<file path="src/rtl/vn_pkg.sv">
`default_nettype none
package vn_pkg;

  localparam int IN_W    = 32;
  localparam int OUT_W   = 16;
  localparam int SQ_W    = 2 * IN_W;
  localparam int ROOT_W  = IN_W;
  localparam int REM_W   = ROOT_W + 2;
  localparam int RSTEPS  = ROOT_W;
  localparam int QSTEPS  = OUT_W;
  localparam int DEN_W   = IN_W + OUT_W - 1;
  localparam int MINL_W  = 16;
  localparam int LANES   = 3;

  // Item moving through the square root chain.
  typedef struct packed {
    logic                         valid;
    logic [SQ_W-1:0]              n;
    logic [REM_W-1:0]             rem;
    logic [ROOT_W-1:0]            root;
    logic [LANES-1:0][IN_W-1:0]   mag;
    logic [LANES-1:0]             neg;
  } sq_t;

  // Item moving through the divider chain.
  typedef struct packed {
    logic                         valid;
    logic                         degen;
    logic [LANES-1:0]             neg;
    logic [LANES-1:0][DEN_W-1:0]  rem;
    logic [LANES-1:0][OUT_W-1:0]  q;
    logic [DEN_W-1:0]             dsr;
  } dv_t;

endpackage
`default_nettype wire

</file>
<file path="src/rtl/vn_div_cell.sv">
`default_nettype none
module vn_div_cell
  import vn_pkg::*;
(
  input  wire logic clk_i,
  input  wire logic rst_ni,
  input  wire logic en_i,
  input  wire dv_t  d_i,
  output dv_t       q_o
);

  dv_t nxt;

  // One quotient bit per lane per cell; the divisor walks down one bit.
  always_comb begin
    nxt     = d_i;
    nxt.dsr = {1'b0, d_i.dsr[DEN_W-1:1]};
    for (int k = 0; k < LANES; k++) begin
      if (d_i.rem[k] >= d_i.dsr) begin
        nxt.rem[k] = d_i.rem[k] - d_i.dsr;
        nxt.q[k]   = {d_i.q[k][OUT_W-2:0], 1'b1};
      end else begin
        nxt.q[k]   = {d_i.q[k][OUT_W-2:0], 1'b0};
      end
    end
  end

  // Only the valid bit is cleared by reset; the payload just follows it.
  always_ff @(posedge clk_i or negedge rst_ni) begin
    if (!rst_ni) begin
      q_o.valid <= 1'b0;
    end else if (en_i) begin
      q_o <= nxt;
    end
  end

endmodule
`default_nettype wire

</file>
<file path="config.mk">
export PLATFORM = sky130hd
export DESIGN_NAME = vn_div_cell
export DESIGN_NICKNAME = d
export VERILOG_FILES = /design/src/rtl/vn_pkg.sv /design/src/rtl/vn_div_cell.sv
export SDC_FILE = /design/constraint.sdc
export NUM_CORES = 1
export LEC_CHECK = 0
export BUFFER_PORTS_ARGS = -buffer_cell sky130_fd_sc_hd__buf_2
export CAP_MARGIN = 40
export CORE_ASPECT_RATIO = 1.4
export CORE_UTILIZATION = 30
export CTS_CLUSTER_DIAMETER = 40
export DETAILED_ROUTE_END_ITERATION = 12
export PLACE_DENSITY_LB_ADDON = 0.3
export SLEW_MARGIN = 20
export SYNTH_ARGS = -nofsm -noshare
export SYNTH_HDL_FRONTEND = slang
export SYNTH_SLANG_ARGS = --single-unit
</file>
<file path="constraint.sdc">
create_clock -name clk_i -period 1 [get_ports clk_i]
set_clock_uncertainty 0.15 [all_clocks]
set_input_delay 0.2 -clock clk_i [delete_from_list [all_inputs] [get_ports clk_i]]
set_output_delay 0.2 -clock clk_i [all_outputs]
set_load 0.01 [all_outputs]
</file>
Word level (Yosys, flattened, before mapping). Index checks and enable logic that the tools add are counted.

Input port bits: 244. Latch bits: 0. Output and inout port bits: 241. ROM bits: 0. Memories: 0. Word-level logic and storage cells: 23. Memory bits (writable): 0. Register bits: 240.

Divide/modulo/power cells: 0. Muxes and demuxes: 6. Multipliers: 0. Equal/unequal tests: 0. Add/sub/neg operators: 3. Reductions and logical operators: 1. Shifts and indexed selects: 0. Bitwise operators: 0. Magnitude comparators: 3.

Operators by type and width (number): greater-or-equal comparator 47 bit (3); 2-to-1 mux 47 bit (3); subtractor 47 bit (3); 2-to-1 mux 1 bit (3); AND reduction 2 bit (1).

Depth between registers and ports, before layout.
Depth in word-level cells: 2. Depth in mapped cells: 16. Mapped depth without buffers: 15.

Least setup slack after synthesis. No wires, ideal clock.

Path kind: input port to flip-flop. Start point: input en_i. End point: register q_o[0] in the netlist's numbering (enable). Library setup time: 0.629 ns. Arrival time: 5.607 ns. Cell stages on the path: 1. Buffers on the path: 0. Required time: 0.221 ns. Slack: -5.385 ns. Cell sequence: and2_1.

Word-level cells in the longest chain between the ends: 1.

Ends and longest elaborated chain: start: declaration (RTL line vn_div_cell.sv:7) `input wire logic en_i,`; AND reduction 2 bit (no line); end signal: assignment (RTL line vn_div_cell.sv:33) `q_o <= nxt;`; end: declaration (RTL line vn_div_cell.sv:9) `output dv_t q_o`.

Every way passes these cells. A chain may end at the register's enable or synchronous reset.

==> results.py <==
metrics = {
    "global_routing": {
        "overflow": 0,
        "antenna_found_initial": 9,
        "groute.usage.overall": 0.254,
        "grt_max_degree": 24,
        "grt_pass1_vias": 19400,
        "grt_first_pass_wirelength_microns": 109000,
    },
    "timing": {
        "setup_ws_ps": -1930,
        "fin_crit_sh": 2.93,
        "rsz0062_at_grt": "true",
        "tightestPinTransition_ps": 491,
        "min_period_ps": 2930,
        "fmax_mhz": 342,
        "timing.final.hold_violations": 1,
        "drv_slew": 0,
        "whs_ps": -19.8,
        "final.setup.tns_ps": -355230,
        "maxSlewHeadroom": 0.669,
        "final-setup-viol-count": 384,
    },
    "run": {
        "max-cap-violations": 0,
    },
    "critical_path": {
        "worst-r2r-cell-count": 1,
        "cp_max_fo": 5,
        "r2r-end": "q_o[240]",
        "r2r-start": "q_o[240]",
        "crit_required_ps": 1140,
        "critPathMaxStageDelay_ps": 300,
        "crit_start": "d_i[19]",
        "crit_chain": "buf_8 -> clkinvlp_4 -> ha_4 -> nand4_1 -> nor4_4 -> buf_4 -> nor3b_4 -> o21ai_4 -> a31oi_2 -> a211oi_2 -> o31ai_4 -> a31oi_4 -> buf_12 -> buf_6 -> mux2_4",
        "ff2ff_setup_slack_ps": 110,
        "cp-end-kind": "register",
        "crit_type": "in2reg",
        "startpoint_type": "primary input",
        "arrival_ps": 3070,
        "critPathSlowestCell": "nor4_4",
    },
    "final_layout": {
        "final_util": 0.581,
        "top_register": "q_o",
        "final-seq-area_sq_um": 7200,
        "multi_input_area_sq_um": 10900,
        "syn_to_final_growth_pct": 90.3,
        "final_cells": 3826,
        "top_regs": "q_o: 240 flops",
        "final_nets": 3457,
        "drive_gt1_frac": 0.520,
        "n_fill_cell": 4663,
        "stdcell_area_sq_um": 31700,
        "largest_reg_flops": 240,
    },
    "floorplan": {
        "die-area_sq_um": 56400,
        "pin_count": 485,
        "die_w_microns": 201,
        "core_area_sq_um": 54500,
        "start_util": 0.305,
        "die_height_microns": 281,
        "core.rowCount": 101,
    },
    "outcome": {
        "status": "complete, but fails checks",
        "violations": "hold timing, setup timing",
    },
    "clocking": {
        "cts.path.max_buffers": 3,
        "postCtsHoldBufs": 238,
        "cts_tree": "yes",
        "clock_insertion_delay_worst_skew_ps": 570,
        "cts_buffers": 40,
        "clockRootBuffer": "clkbuf_16",
        "cts.reportedPaths.clkPinSlew_ps": 50,
        "clock_sinks": 240,
        "cts_htree_levels": 2,
    },
    "power": {
        "power_leakage_nw": 14.2,
        "p_per_area_nw_per_um2": 1360,
        "peakVddDrop_v": 0.00131,
        "power.total_mw": 43.2,
    },
    "synthesis": {
        "yosysSeqAreaShare": 0.433,
        "yosys_warnings": 0,
        "synthFlopType": "edfxtp_1",
        "synth_cells": 1705,
        "synth_area_sq_um": 16600,
        "synthTopCellsByCount": "239 x edfxtp_1, 195 x nand2_1, 181 x a21oi_1",
        "synth_top_area_frac": 0.431,
        "synth_most_common_cell": "edfxtp_1",
        "avgSynthCellArea_sq_um": 9.76,
        "synthDistinctLibCells": 78,
        "netlist_top_cells_area": "edfxtp_1 43%, ha_1 11%, a21oi_1 5.4%",
        "synth_top_area_cell": "edfxtp_1",
        "synth.ff_latch_count": 240,
        "syn_nets": 2093,
        "async_flop_share": 0.00417,
        "synth_edf_count": 239,
    },
    "hold_path": {
        "whs_endpoint": "q_o[235]",
        "min-delay-start": "d_i[235]",
        "hp-class": "in2reg",
        "holdPathStages": 3,
    },
    "placement": {
        "dp_hpwl_microns": 56500,
        "placed_cell_area_sq_um": 24400,
        "gp_congestion": 0.938,
        "dp_slack_ps": -2710,
        "io_buffer_count": 480,
        "place_inst": 3415,
    },
    "route": {
        "wl_met3_microns": 3340,
        "wl_per_cell_microns": 19.7,
        "first_pass_iters": 6,
        "met1_length_microns": 28900,
        "vias": 18600,
        "dr.max_layer_used": "met5",
        "met2_length_microns": 38500,
        "route.detailed.drc": 0,
        "ant_nets": 0,
        "wl_microns": 75400,
        "vias_per_cell": 4.87,
        "drtIter0Drc": 820,
    },
}
cells in the final DEF (no fill, tap or decap), types with 52 or more instances in the layout:
cell type      netlist  final
a21o_1              65     65
a21oi_1            181    123
a21oi_2              2     57
buf_2               11    461
buf_4               10    576
dlygate4sd3_1        0    238
edfxtp_1           239    239
ha_1               141    110
inv_1               92     69
nand2_1            195    130
nor2_1              93     58
o21ai_2              0     65
xnor2_1             69     65
xor2_1              56     52
worst max path at each step:
stage | to | slack [ps] | cells after the start
2_1_floorplan | q_o[143] | -2240 | 13
3_3_place_gp | q_o[234] | -2650 | 13
3_5_place_dp | q_o[234] | -2710 | 13
4_1_cts | q_o[141] | -1850 | 15
5_1_grt | q_o[96] | -1990 | 15
6_report | q_o[96] | -1930 | 15
final cells by class:
| cell class | count | share of cell area |
|---|---|---|
| inverter | 92 | 0.0129 |
| antenna | 5 | 0.000395 |
| sequential | 240 | 0.227 |
| clock buffer | 41 | 0.0324 |
| tap | 721 | 0.0285 |
| timing repair buffer | 1388 | 0.344 |
| clock inverter | 32 | 0.0112 |
| multi-input combinational | 1307 | 0.343 |
cell families after synthesis:
kind of cell / after synthesis / share of synthesized area
AOI/OAI and AO/OA: 559 / 0.210
xor gates and xnor gates: 125 / 0.0658
adders and majority gates: 144 / 0.110
buffers and inverters: 158 / 0.0411
DFF: 240 / 0.433
muxes: 20 / 0.0134
other: 1 / 0.000225
and+or+nand+nor: 458 / 0.127
critical path: cells and delay by family:
family	cells	cell delay, ps
compound gates	5	870
simple gates	3	760
buf+inv	5	650
fa+ha+maj	1	280
mux	1	280
metal layers:
layer,up-vias,global-route usage
met5,-,0
met4,8,0.151
met3,174,0.0359
met2,549,0.456
met1,8839,0.284
li1,9064,-
report_power, final:
group	internal (mW)	leakage (nW)	switching, mW
logic	8.43	11.3	8.10
clock network	8.32	0.660	5.73
registers	12.3	2.24	0.314
total	29.0	14.2	14.1
repair_timing:
action                                  in CTS  in global routing
pin swaps                                  111                131
gates cloned                                17                  7
hold endpoints to repair                   238                  1
gates resized for setup                    343                312
buffers inserted                            62                 28
endpoints found under the setup margin     384                384
No activity file was read; power rests on OpenSTA's default activity.
