<file path="config.mk">
export PLATFORM = sky130hd
export DESIGN_NAME = vn_sqrt_cell
export DESIGN_NICKNAME = d
export VERILOG_FILES = /design/src/rtl/vn_pkg.sv /design/src/rtl/vn_sqrt_cell.sv
export SDC_FILE = /design/constraint.sdc
export NUM_CORES = 1
export LEC_CHECK = 0
export ABC_AREA = 1
export BUFFER_PORTS_ARGS = -buffer_cell sky130_fd_sc_hd__clkbuf_2
export CAP_MARGIN = 30
export CORE_AREA = 2 2 182 184
export DETAILED_ROUTE_END_ITERATION = 6
export DIE_AREA = 0 0 184 186
export PLACE_DENSITY_LB_ADDON = 0.12
export SLEW_MARGIN = 20
export SYNTH_ARGS = -nofsm -noshare
export SYNTH_HDL_FRONTEND = slang
export SYNTH_SLANG_ARGS = --single-unit
</file>
<file path="constraint.sdc">
create_clock -name clk_i -period 0.8 [get_ports clk_i]
set_input_delay 0.04 -clock clk_i [delete_from_list [all_inputs] [get_ports clk_i]]
set_output_delay 0.04 -clock clk_i [all_outputs]
set_load 0.01 [all_outputs]
</file>
<file path="src/rtl/vn_pkg.sv">
`default_nettype none
package vn_pkg;

  localparam int IN_W    = 32;
  localparam int OUT_W   = 16;
  localparam int SQ_W    = 2 * IN_W;
  localparam int ROOT_W  = IN_W;
  localparam int REM_W   = ROOT_W + 2;
  localparam int RSTEPS  = ROOT_W;
  localparam int QSTEPS  = OUT_W;
  localparam int DEN_W   = IN_W + OUT_W - 1;
  localparam int MINL_W  = 16;
  localparam int LANES   = 3;

  // Item moving through the square root chain.
  typedef struct packed {
    logic                         valid;
    logic [SQ_W-1:0]              n;
    logic [REM_W-1:0]             rem;
    logic [ROOT_W-1:0]            root;
    logic [LANES-1:0][IN_W-1:0]   mag;
    logic [LANES-1:0]             neg;
  } sq_t;

  // Item moving through the divider chain.
  typedef struct packed {
    logic                         valid;
    logic                         degen;
    logic [LANES-1:0]             neg;
    logic [LANES-1:0][DEN_W-1:0]  rem;
    logic [LANES-1:0][OUT_W-1:0]  q;
    logic [DEN_W-1:0]             dsr;
  } dv_t;

endpackage
`default_nettype wire

</file>
<file path="src/rtl/vn_sqrt_cell.sv">
`default_nettype none
module vn_sqrt_cell
  import vn_pkg::*;
(
  input  wire logic clk_i,
  input  wire logic rst_ni,
  input  wire logic en_i,
  input  wire sq_t  d_i,
  output sq_t       q_o
);

  logic [REM_W+1:0] rem_sh;
  logic [REM_W+1:0] trial;
  sq_t              nxt;

  // One root bit per cell: bring down two radicand bits and try 4r+1.
  always_comb begin
    nxt        = d_i;
    rem_sh     = {d_i.rem, d_i.n[SQ_W-1 -: 2]};
    trial      = {2'b00, d_i.root, 2'b01};
    nxt.n      = {d_i.n[SQ_W-3:0], 2'b00};
    if (rem_sh >= trial) begin
      nxt.rem  = REM_W'(rem_sh - trial);
      nxt.root = {d_i.root[ROOT_W-2:0], 1'b1};
    end else begin
      nxt.rem  = rem_sh[REM_W-1:0];
      nxt.root = {d_i.root[ROOT_W-2:0], 1'b0};
    end
  end

  // Only the valid bit is cleared by reset; the payload just follows it.
  always_ff @(posedge clk_i or negedge rst_ni) begin
    if (!rst_ni) begin
      q_o.valid <= 1'b0;
    end else if (en_i) begin
      q_o <= nxt;
    end
  end

endmodule
`default_nettype wire

</file>
# ---- Word-level counts from Yosys, hierarchy flattened
# Index checks and enable logic that the tools add are counted.
dict set report totals {
  regBits 228
  input_bits 233
  out_inout_bits 230
}
dict set report op_classes {
  n_addsub 1
  magnitude_cmp 1
  mux 1
  n_reduce_logical 1
}
# operator n
set op_table {}
lappend op_table {{$mux W66} 1}
lappend op_table {{$ge A36 B34 Y1} 1}
lappend op_table {{$sub A34 B34 Y34} 1}
lappend op_table {{$reduce_and A2 Y1} 1}

# ---- Depth between registers and ports, before layout
# Gate-level depths: netlist of the first run.
dict set report depth {
  ltp_word 2
  depth_mapped 16
  ltp_nobuf 15
}

# ---- Worst setup path before layout of the first run
# OpenSTA, ideal clock, no wires.
dict set report synth_timing {
  kind {input-to-reg}
  from {input rst_ni}
  to {register q_o[0] (netlist name) (enable)}
  setup_time_ns 0.578
  t_arrival_ns 4.430
  t_required_ns 0.222
  path_slack_ns -4.208
  path_stages 2
  n_path_buf 0
  path_cell_list {nand2_1 -> inv_1}
}
dict set report synth_between {
  elab_chain_cells 1
}
# element line_no
set synth_lines {}
lappend synth_lines {{start: declaration} vn_sqrt_cell.sv:6} ;# input wire logic rst_ni,
lappend synth_lines {{$reduce_and A2 Y1 (no line)} --}
lappend synth_lines {{end signal: assignment} vn_sqrt_cell.sv:36} ;# q_o <= nxt;
lappend synth_lines {{end: declaration} vn_sqrt_cell.sv:9} ;# output sq_t q_o
# Every way passes these cells.
# A chain may end at the register's enable or synchronous reset.

==> run summary, run 1 <==
Max-Cap Viols: 0
Largest register FFs: 228
Power share of the combinational group: 22.1%
Mean Syn Cell Area: 11.32 um2
Gr usage total: 21.77%
Synthesized area: 9936 um2
Setup TNS: -81.34 ns
Critical Path Fanout Max: 13
CP arrival: 1.61 ns
Crit path max-delay family: simple AND/OR/NAND/NOR gates
Internal power: 25.18 mW
Clock slew at reported path FFs: 0.06 ns
Peak VDD IR: 1.327 mV
Placed Instances: 1896
FF+latch count, synth: 228
RSZ-0062 raised after global routing: true
Psw: 8.806 mW
Setup crit start: d_i[112]
CTS Sinks: 228
Setup violations, final: 264
Max-slew violations: 0
CTS Root Cell: clkbuf_16
Final Cell Area: 18390 um2
Dpl ws: -1.130 ns
Area grow syn2layout: 85.13%
Top reg by flops: q_o
Core area: 32210 um2
Cell taking the most area after synthesis: edfxtp_1
Final critical-path setup slack: -0.5294 ns
Failing checks: setup timing
Final GP Congestion: 0.8957
PD cells: 1848 nW/um2
DR DRC count: 0
R2R Path Start: q_o[229]$_DFFE_PN0P_
Routed vias/inst: 4.328
Static Leak: 8.573 nW
Die Span X: 184 um
Antenna violations before repair: 4
YS warnings: 0
Share of the synthesized area in the top cell type: 68.61%
Total Power: 33.99 mW
CTS Buf Count: 27
Clock power frac: 35.3%
Fin Clk Skew: 0 ns
Synth area leaders: edfxtp_1 69%, nand2_1 11%, inv_1 5.3%
Hold Vio Cnt, Final: 0
Num rows: 66
Hold_sp: d_i[140]
Top Ports: 463
CTS tree: yes
Final critical-path required period: 1.329 ns
Reg power frac: 42.6%
Grt ovf: 0
Max incr delay on CP: 0.28 ns
Sw Ratio: 25.91%
Status: finished, violations left
Critical path class: in -> reg
H-Tree Depth: 1
WL final: 38.93 mm
Worst-path cell chain: clkbuf_2 -> inv_2 -> ha_4 -> nand2_4 -> nor2_4 -> nand2_1 -> nor2_1 -> nand2_1 -> a21oi_2 -> nor2_4 -> nand2_8 -> clkinv_8 -> buf_12 -> nand2_1 -> nand2_1
Vias in the first global route: 9656
Routed WL per cell: 17.74 um
CP Capture Type: flop
Count of different cell masters after synthesis: 27
Pin count of the biggest net entering global routing: 25
Clock Latency Late Sink: 0.52 ns
Setup slack, reg-to-reg: -0.18 ns
CP Launch Type: primary input
Fmax: 752.2 MHz
DR vias: 9500
Fin cells: 2195
Critical Path RT: 1.08 ns
Pre-antenna DRT Iters: 4
First-pass GRT wire length: 55.92 mm
Layout cells sized above 1: 45.68%
Nets@finish: 2033
Worst Path Buf+Inv: 4
Fillers: 2842
I/O Buffers: 460
CTS Buffer Depth: 3
Post-DP Area: 14650 um2
Antenna Violating Nets Remaining: 0
Starting density of the core: 30.85%
Die height: 186 um
CP max-delay cell: ha_4
Seq/Total Area, Yosys: 68.86%
Cells after Synth: 878
Top flop regs: q_o x228
DPL Wire Length: 29.47 mm
Die area: 34220 um2
Top cell by count, worst path: nand2_1
Iteration-0 DRC count of the detailed router: 449
Final period utilization: 166.2%
Hold WC Path Type: in -> reg
cell type report:
cell class / count / area, um2 / share of cell area [%]
sequential: 228 / 6842 / 37.19
timing repair buffer: 866 / 6387 / 34.73
clock buffer: 33 / 698.2 / 3.796
multi-input combinational: 502 / 3219 / 17.50
tap: 408 / 510.5 / 2.775
antenna: 3 / 7.507 / 0.04081
clock inverter: 14 / 151.4 / 0.8231
inverter: 141 / 578.1 / 3.143
logic make-up after synthesis:
kind of cell	Yosys count	synth area share, %
compound gates	42	2.292
xor+xnor	18	1.587
fa+ha+maj	34	4.282
buf+inv	149	6.070
flops	228	68.86
mux	1	0.1133
other cells	1	0.03774
simple gates	405	16.76
cells in the final DEF, fill, tap and decap left out, drive strengths merged, types with 26 or more instances in the layout:
master,netlist,routed
nand3,40,40
nor2,59,59
a21oi,26,26
nand2,290,290
buf,8,220
dlygate4sd3,0,231
edfxtp,227,227
inv,141,142
ha,34,34
clkbuf,0,448
timing repair:
action                                 4_1_cts  5_1_grt
setup endpoints to repair                  263      264
gates resized for setup                     44      122
hold buffers                               231        0
endpoints found under the hold margin      228        0
buffers inserted                             5       12
pin swaps                                   18        2
cloned                                       0        1
power by group through the flow:
stage / clock (mW) / combinational, mW / sequential, mW
after floorplan: 0 / 2.36 / 15.2
after global placement: 0 / 6.09 / 14.7
after detailed placement: 0 / 6.13 / 14.7
after CTS: 12.3 / 7.25 / 14.5
after global routing: 12.8 / 8.14 / 14.5
final: 12.0 / 7.51 / 14.5
cell usage after synthesis:
cell type / number
dfrtp_1: 1
conb_1: 1
a21oi_1: 24
nor2_2: 6
buf_4: 5
mux2_2: 1
xor2_1: 15
nor4_1: 1
inv_4: 1
nor3_1: 3
o21ai_0: 12
and2_1: 2
nand2_8: 1
nand3b_1: 4
a21oi_2: 2
edfxtp_1: 227
nand2_1: 284
inv_1: 140
nor2_1: 53
buf_6: 3
o21bai_1: 4
nand4_1: 6
nand3_1: 38
nand3_2: 2
xnor2_1: 3
ha_1: 34
nand2_2: 5
worst min-delay path: stages:
cell and delay, ns:
buf_6 0.08, ha_4 0.16, xor2_1 0.07, nand2_1 0.06, nand2_1 0.05
final timing paths:
| path | endpoint | cells past startpoint |
|---|---|---|
| max | q_o[149]$_DFFE_PP_ | 15 |
| min | q_o[142]$_DFFE_PP_ | 5 |
| max reg2reg | q_o[229]$_DFFE_PN0P_ | 3 |
| min reg2reg | q_o[229]$_DFFE_PN0P_ | 3 |
| max in group asynchronous | q_o[229]$_DFFE_PN0P_ | 3 |
| min in group asynchronous | q_o[229]$_DFFE_PN0P_ | 3 |
metrics by stage:
step / util, % / hold WS (ns)
floorplan: - / -0.2556
global placement: 45.50 / -0.1382
detailed placement: 45.50 / -0.1398
CTS: 55.92 / 0.08706
global route: 57.10 / 0.1192
finish: 57.11 / 0.09084
metal layers:
metal  up-vias  track usage, %  share of wire, %
li1       4677               -                 -
met1      4440           25.67                39
met2       317           39.03                51
met3        64           4.735               6.4
met4         2           7.776               3.0
met5         -               0             0.033
Power figures use the tool's default switching activity.
==> run 2, diff against run 1 <==
PLACE_DENSITY = 0.68   (was unset)
PLACE_DENSITY_LB_ADDON = unset   (was 0.12)
==> run summary, run 2 (synthesis gave the netlist of run 1 again) <==
Status: finished, violations left
Largest register FFs: 228 (unchanged)
Die Span X: 184 um (unchanged)
Routed vias/inst: 4.515 (+4.3%)
Max incr delay on CP: 0.23 ns (-0.05 ns)
Fillers: 2668 (-6.1%)
Max-slew violations: 0 (unchanged)
Most frequent cells in the layout: 407 x clkbuf_2, 231 x dlygate4sd3_1, 227 x edfxtp_1
Top cell by count, worst path: nand2_2
Layout cells sized above 1: 48.62% (+2.9 points)
Hold Vio Cnt, Final: 0 (unchanged)
Final GP Congestion: 0.9403 (+5.0%)
Die area: 34220 um2 (unchanged)
Clock Latency Late Sink: 0.54 ns (+0.02 ns)
Area of the multi-input gates: 3378 um2 (+4.9%)
Final critical-path required period: 1.379 ns (+0.04975 ns)
Worst-path cell chain: buf_6 -> inv_2 -> ha_4 -> a21oi_4 -> nand2_2 -> nand2_2 -> nand2_2 -> a21oi_2 -> nand2_2 -> nand2_4 -> nand2_4 -> clkbuf_16 -> nand2_1 -> nand2_1
Critical Path RT: 1.09 ns (about the same)
Area grow syn2layout: 86.24%
CP Capture Type: flop
Die height: 186 um (unchanged)
CTS Buffer Depth: 3 (unchanged)
Worst Path Buf+Inv: 3 (-1)
Critical path class: in -> reg
CP max-delay cell: ha_4
First-pass GRT wire length: 58.95 mm (+5.4%)
CTS Root Cell: clkbuf_16
Hold WC Path Type: in -> reg
Most common cell after layout, fill and taps aside: clkbuf_2
FF/Latch Area: 6842 um2 (unchanged)
RSZ-0062 raised after global routing: true
CP arrival: 1.67 ns (+0.06 ns)
Failing checks: setup timing
CP Launch Type: primary input
Final period utilization: 172.4% (+6.2 points)
Starting density of the core: 30.85% (unchanged)
WL final: 43.49 mm (+12%)
Antenna violations before repair: 10 (+6)
CTS tree: yes
Setup violations, final: 264 (unchanged)
I/O Buffers: 460 (unchanged)
Antenna Violating Nets Remaining: 0 (unchanged)
Nets@finish: 2021 (-0.59%)
Gr usage total: 23.06% (+1.3 points)
DPL Wire Length: 30.32 mm (+2.9%)
Top flop regs: q_o x228
Fmax: 725.1 MHz (-3.6%)
Peak VDD IR: 1.418 mV (+6.9%)
Clock slew at reported path FFs: 0.06 ns (about the same)
Top Ports: 463 (unchanged)
Vias in the first global route: 9926 (+2.8%)
Max-Cap Viols: 0 (unchanged)
Core area: 32210 um2 (unchanged)
Hold Slack: 0.09871 ns (+0.007870 ns)
Fin Clk Skew: 0 ns (unchanged)
Dpl ws: -1.173 ns (-0.04311 ns)
H-Tree Depth: 1 (unchanged)
Routed WL per cell: 19.86 um (+12%)
DR vias: 9888 (+4.1%)
Pre-antenna DRT Iters: 5 (+1)
Pin count of the biggest net entering global routing: 34 (+36%)
Crit path max-delay family: simple AND/OR/NAND/NOR gates
CTS Sinks: 228 (unchanged)
Iteration-0 DRC count of the detailed router: 555 (+24%)
Final critical-path setup slack: -0.5791 ns (-0.04975 ns)
DR DRC count: 0 (unchanged)
Critical Path Fanout Max: 6 (-7)
Top reg by flops: q_o
Num rows: 66 (unchanged)
CTS Buf Count: 27 (unchanged)
Grt ovf: 0 (unchanged)
PD cells: 1875 nW/um2 (+1.5%)
Static Leak: 8.555 nW (-0.21%)
-- run 2: changes by cell type in the layout (fill, tap and decap cells not counted), moves of 5 or more --
cell	delta
buf_12	-8
buf_4	-12
buf_6	+7
buf_8	+7
clkbuf_1	-5
clkbuf_8	-6
inv_1	-10
inv_2	+7
nand2_1	-33
nand2_2	+33
nand3_1	-7
nand3_2	+6
-- run 2: worst reg2reg max path, cell delays in order (launching register included) --
cell     delay, ns
dfrtp_1       0.37
buf_4         0.13
mux2_2        0.26
-- run 2: layer usage --
| layer | up-vias | part of all wire (%) | global-route usage (%) |
|---|---|---|---|
| li1 | 4663 | - | - |
| met1 | 4665 | 39 | 27.97 |
| met2 | 456 | 49 | 39.71 |
| met3 | 100 | 7.9 | 5.165 |
| met4 | 4 | 4.3 | 9.472 |
| met5 | - | 0.060 | 0 |
-- run 2: final cells by class --
class / count / area share [%]
Multi-Input combinational cell: 503 / 18.26
Clock inverter: 22 / 1.116
Timing Repair Buffer: 851 / 33.74
Tap cell: 408 / 2.759
Inverter: 141 / 3.239
Antenna cell: 7 / 0.09466
Sequential cell: 228 / 36.97
Clock buffer: 28 / 3.672
Timing Repair inverter: 2 / 0.1488
-- run 2: timing repair --
action | 4_1_cts | 5_1_grt
endpoints found under the setup margin | 263 | 263
hold endpoints to repair | 228 | 0
cloned | 0 | 6
gates resized for setup | 38 | 202
hold buffers | 231 | 0
pin swaps | 7 | 16
setup buffers | 0 | 18
-- run 2: per-stage QoR --
step	instance area (um2)	TNS [ns]	power, mW	utilization, %	instances
2_1_floorplan	10530	-720.26	17.57	-	879
3_3_place_gp	14420	-89.48	20.65	44.77	1878
3_5_place_dp	14420	-94.67	20.72	44.77	1878
4_1_cts	17770	-88.13	34.13	55.17	2159
5_1_grt	18500	-96.70	35.98	57.43	2187
6_report	18500	-85.65	34.69	57.46	2190
-- run 2: final timing paths --
check,cells after the start,slack [ns],endpoint,start
max,14,-0.58,q_o[145]$_DFFE_PP_,d_i[120]
min,4,0.1,q_o[110]$_DFFE_PP_,en_i
max reg2reg,2,-0.08,q_o[229]$_DFFE_PN0P_,q_o[229]$_DFFE_PN0P_
min reg2reg,2,0.62,q_o[229]$_DFFE_PN0P_,q_o[229]$_DFFE_PN0P_
max in group asynchronous,3,0.24,q_o[229]$_DFFE_PN0P_,rst_ni
min in group asynchronous,3,0.46,q_o[229]$_DFFE_PN0P_,rst_ni
-- run 2: where the power goes --
group | switching, mW | leakage (nW) | internal [mW]
logic | 3.93 | 5.98 | 3.82
clock network | 5.23 | 0.431 | 7.19
registers | 0.318 | 2.14 | 14.2
total | 9.49 | 8.55 | 25.2
==> run 3, diff against run 2 <==
GPL_ROUTABILITY_DRIVEN = 0   (was unset)
SETUP_SLACK_MARGIN = 0.02   (was unset)
==> run summary, run 3 (synthesis gave the netlist of run 1 again) <==
Static Leak: 8.453 nW (-1.2%)
Die Span X: 184 um (unchanged)
Critical path class: in -> reg
Most frequent cells in the layout: 410 x clkbuf_2, 240 x nand2_1, 231 x dlygate4sd3_1
CTS Sinks: 228 (unchanged)
Largest register FFs: 228 (unchanged)
Die area: 34220 um2 (unchanged)
Top Ports: 463 (unchanged)
Crit path max-delay family: simple AND/OR/NAND/NOR gates
H-Tree Depth: 1 (unchanged)
Nets@finish: 2006 (-0.74%)
Met3 Use GR: 4.520% (-0.65 points)
First-pass GRT wire length: 59.26 mm (+0.54%)
Die height: 186 um (unchanged)
Vias in the first global route: 9873 (-0.53%)
WL final: 43.31 mm (-0.40%)
Area grow syn2layout: 83.49%
Max incr delay on CP: 0.29 ns (+0.06 ns)
Iteration-0 DRC count of the detailed router: 728 (+31%)
Most common cell after layout, fill and taps aside: clkbuf_2
Fin cells: 2171 (-0.87%)
Dpl ws: -1.145 ns (+0.02748 ns)
I/O Buffers: 460 (unchanged)
Setup TNS: -86.80 ns (-1.157 ns)
Top reg by flops: q_o
Fmax: 743.9 MHz (+2.6%)
CP max-delay cell: ha_4
CP Launch Type: primary input
Critical Path RT: 1.07 ns (-0.02 ns)
Grt ovf: 0 (unchanged)
CTS Buf Count: 27 (unchanged)
Gr usage total: 23.28% (+0.22 points)
Hold Vio Cnt, Final: 0 (unchanged)
Peak VDD IR: 1.541 mV (+8.7%)
CTS Buffer Depth: 3 (unchanged)
Met2 GRT Util: 40.29% (+0.57 points)
Routed WL per cell: 19.95 um (+0.47%)
Routed vias/inst: 4.560 (+1.0%)
Setup crit start: d_i[102]
Critical Path Fanout Max: 9 (+3)
Met1 usage: 28.23% (+0.26 points)
PD cells: 1930 nW/um2 (+3.0%)
CTS Root Cell: clkbuf_16
Num rows: 66 (unchanged)
DPL Wire Length: 30.11 mm (-0.71%)
CTS tree: yes
Placed Instances: 1871 (-0.37%)
Final critical-path required period: 1.344 ns (-0.03479 ns)
Antenna Violating Nets Remaining: 0 (unchanged)
Worst Path Buf+Inv: 3 (unchanged)
DR DRC count: 0 (unchanged)
Final period utilization: 168.0% (-4.3 points)
Grt peak-use layer: met2
CP arrival: 1.61 ns (-0.06 ns)
Clock slew at reported path FFs: 0.06 ns (about the same)
Hold WC Path Type: in -> reg
DR vias: 9900 (+0.12%)
Pre-antenna DRT Iters: 5 (unchanged)
Layout cells sized above 1: 45.34% (-3.3 points)
Max-Cap Viols: 0 (unchanged)
Final critical-path setup slack: -0.5443 ns (+0.03479 ns)
Core area: 32210 um2 (unchanged)
Hold_sp: en_i
R2R Path Start: q_o[229]$_DFFE_PN0P_
Setup violations, final: 264 (unchanged)
Failing checks: setup timing
Pin count of the biggest net entering global routing: 37 (+8.8%)
Fin Clk Skew: 0 ns (unchanged)
RSZ-0062 raised after global routing: true
Top flop regs: q_o x228
CP Capture Type: flop
Starting density of the core: 30.85% (unchanged)
Max-slew violations: 0 (unchanged)
Status: finished, violations left
Worst-path cell chain: clkbuf_2 -> inv_1 -> ha_4 -> nand2_2 -> nor2_4 -> nand2_2 -> nor2_4 -> nand2_2 -> a21oi_2 -> nor2_4 -> nand2_8 -> clkinv_16 -> nand2_1 -> nand2_1
Fillers: 2690 (+0.82%)
Clock Latency Late Sink: 0.55 ns (about the same)
Antenna violations before repair: 5 (-5)
[run 3: cell types whose count changed in the layout (fill, tap and decap cells not counted), sizes merged]
| cell | before | now |
|---|---|---|
| diode | 7 | 3 |
| clkinvlp | 5 | 4 |
| buf | 211 | 192 |
| inv | 144 | 145 |
| bufinv | 3 | 5 |
| clkbuf | 437 | 444 |
| clkinv | 13 | 8 |
[run 3: routing by layer]
layer / wire (um) / vias to the layer above
li1: - / 4627
met1: 17100 / 4633
met2: 20990 / 525
met3: 3161 / 113
met4: 2047 / 2
met5: 12 / -
[run 3: report_power, final]
| group | internal, mW | total, mW | switching, mW |
|---|---|---|---|
| Combinational | 3.67 | 7.51 | 3.84 |
| Sequential | 14.2 | 14.5 | 0.321 |
| Clock | 7.88 | 13.2 | 5.27 |
[run 3: repair_timing]
action / CTS / global route
endpoints found under the hold margin: 228 / 0
hold buffers: 231 / 0
pin swaps: 5 / 17
setup buffers: 1 / 9
cloned: 0 / 6
setup endpoints to repair: 263 / 264
resized for setup: 28 / 154
[run 3: worst paths after layout]
path	end	slack, ns	cells past startpoint
worst min register to register	q_o[229]$_DFFE_PN0P_	0.60	1
min in group asynchronous	q_o[229]$_DFFE_PN0P_	0.48	3
max in group asynchronous	q_o[229]$_DFFE_PN0P_	0.17	3
worst max-delay path	q_o[159]$_DFFE_PP_	-0.54	14
worst min-delay path	q_o[112]$_DFFE_PP_	0.1	4
worst max register to register	q_o[229]$_DFFE_PN0P_	-0.01	1
[run 3: final cells by class]
class / instances / area (um2) / share of cell area, %
diodes: 3 / 7.507 / 0.04118
well taps: 408 / 510.5 / 2.800
flip-flops and latches: 228 / 6842 / 37.53
repair inverters: 2 / 22.52 / 0.1235
multi-input cells: 503 / 3264 / 17.91
inverters: 141 / 599.3 / 3.287
clock inverters: 19 / 247.7 / 1.359
clock buffers: 31 / 690.7 / 3.788
repair buffers: 836 / 6047 / 33.17
[run 3: metrics by stage]
step	power, mW	util (%)	hold slack, ns	instance area, um2
5_1_grt	36.48	56.59	0.08998	18230
2_1_floorplan	17.57	-	-0.2556	10530
4_1_cts	34.81	55.00	0.07801	17710
3_5_place_dp	20.65	44.53	-0.1345	14340
6_report	35.19	56.61	0.09933	18230
3_3_place_gp	20.55	44.53	-0.1404	14340
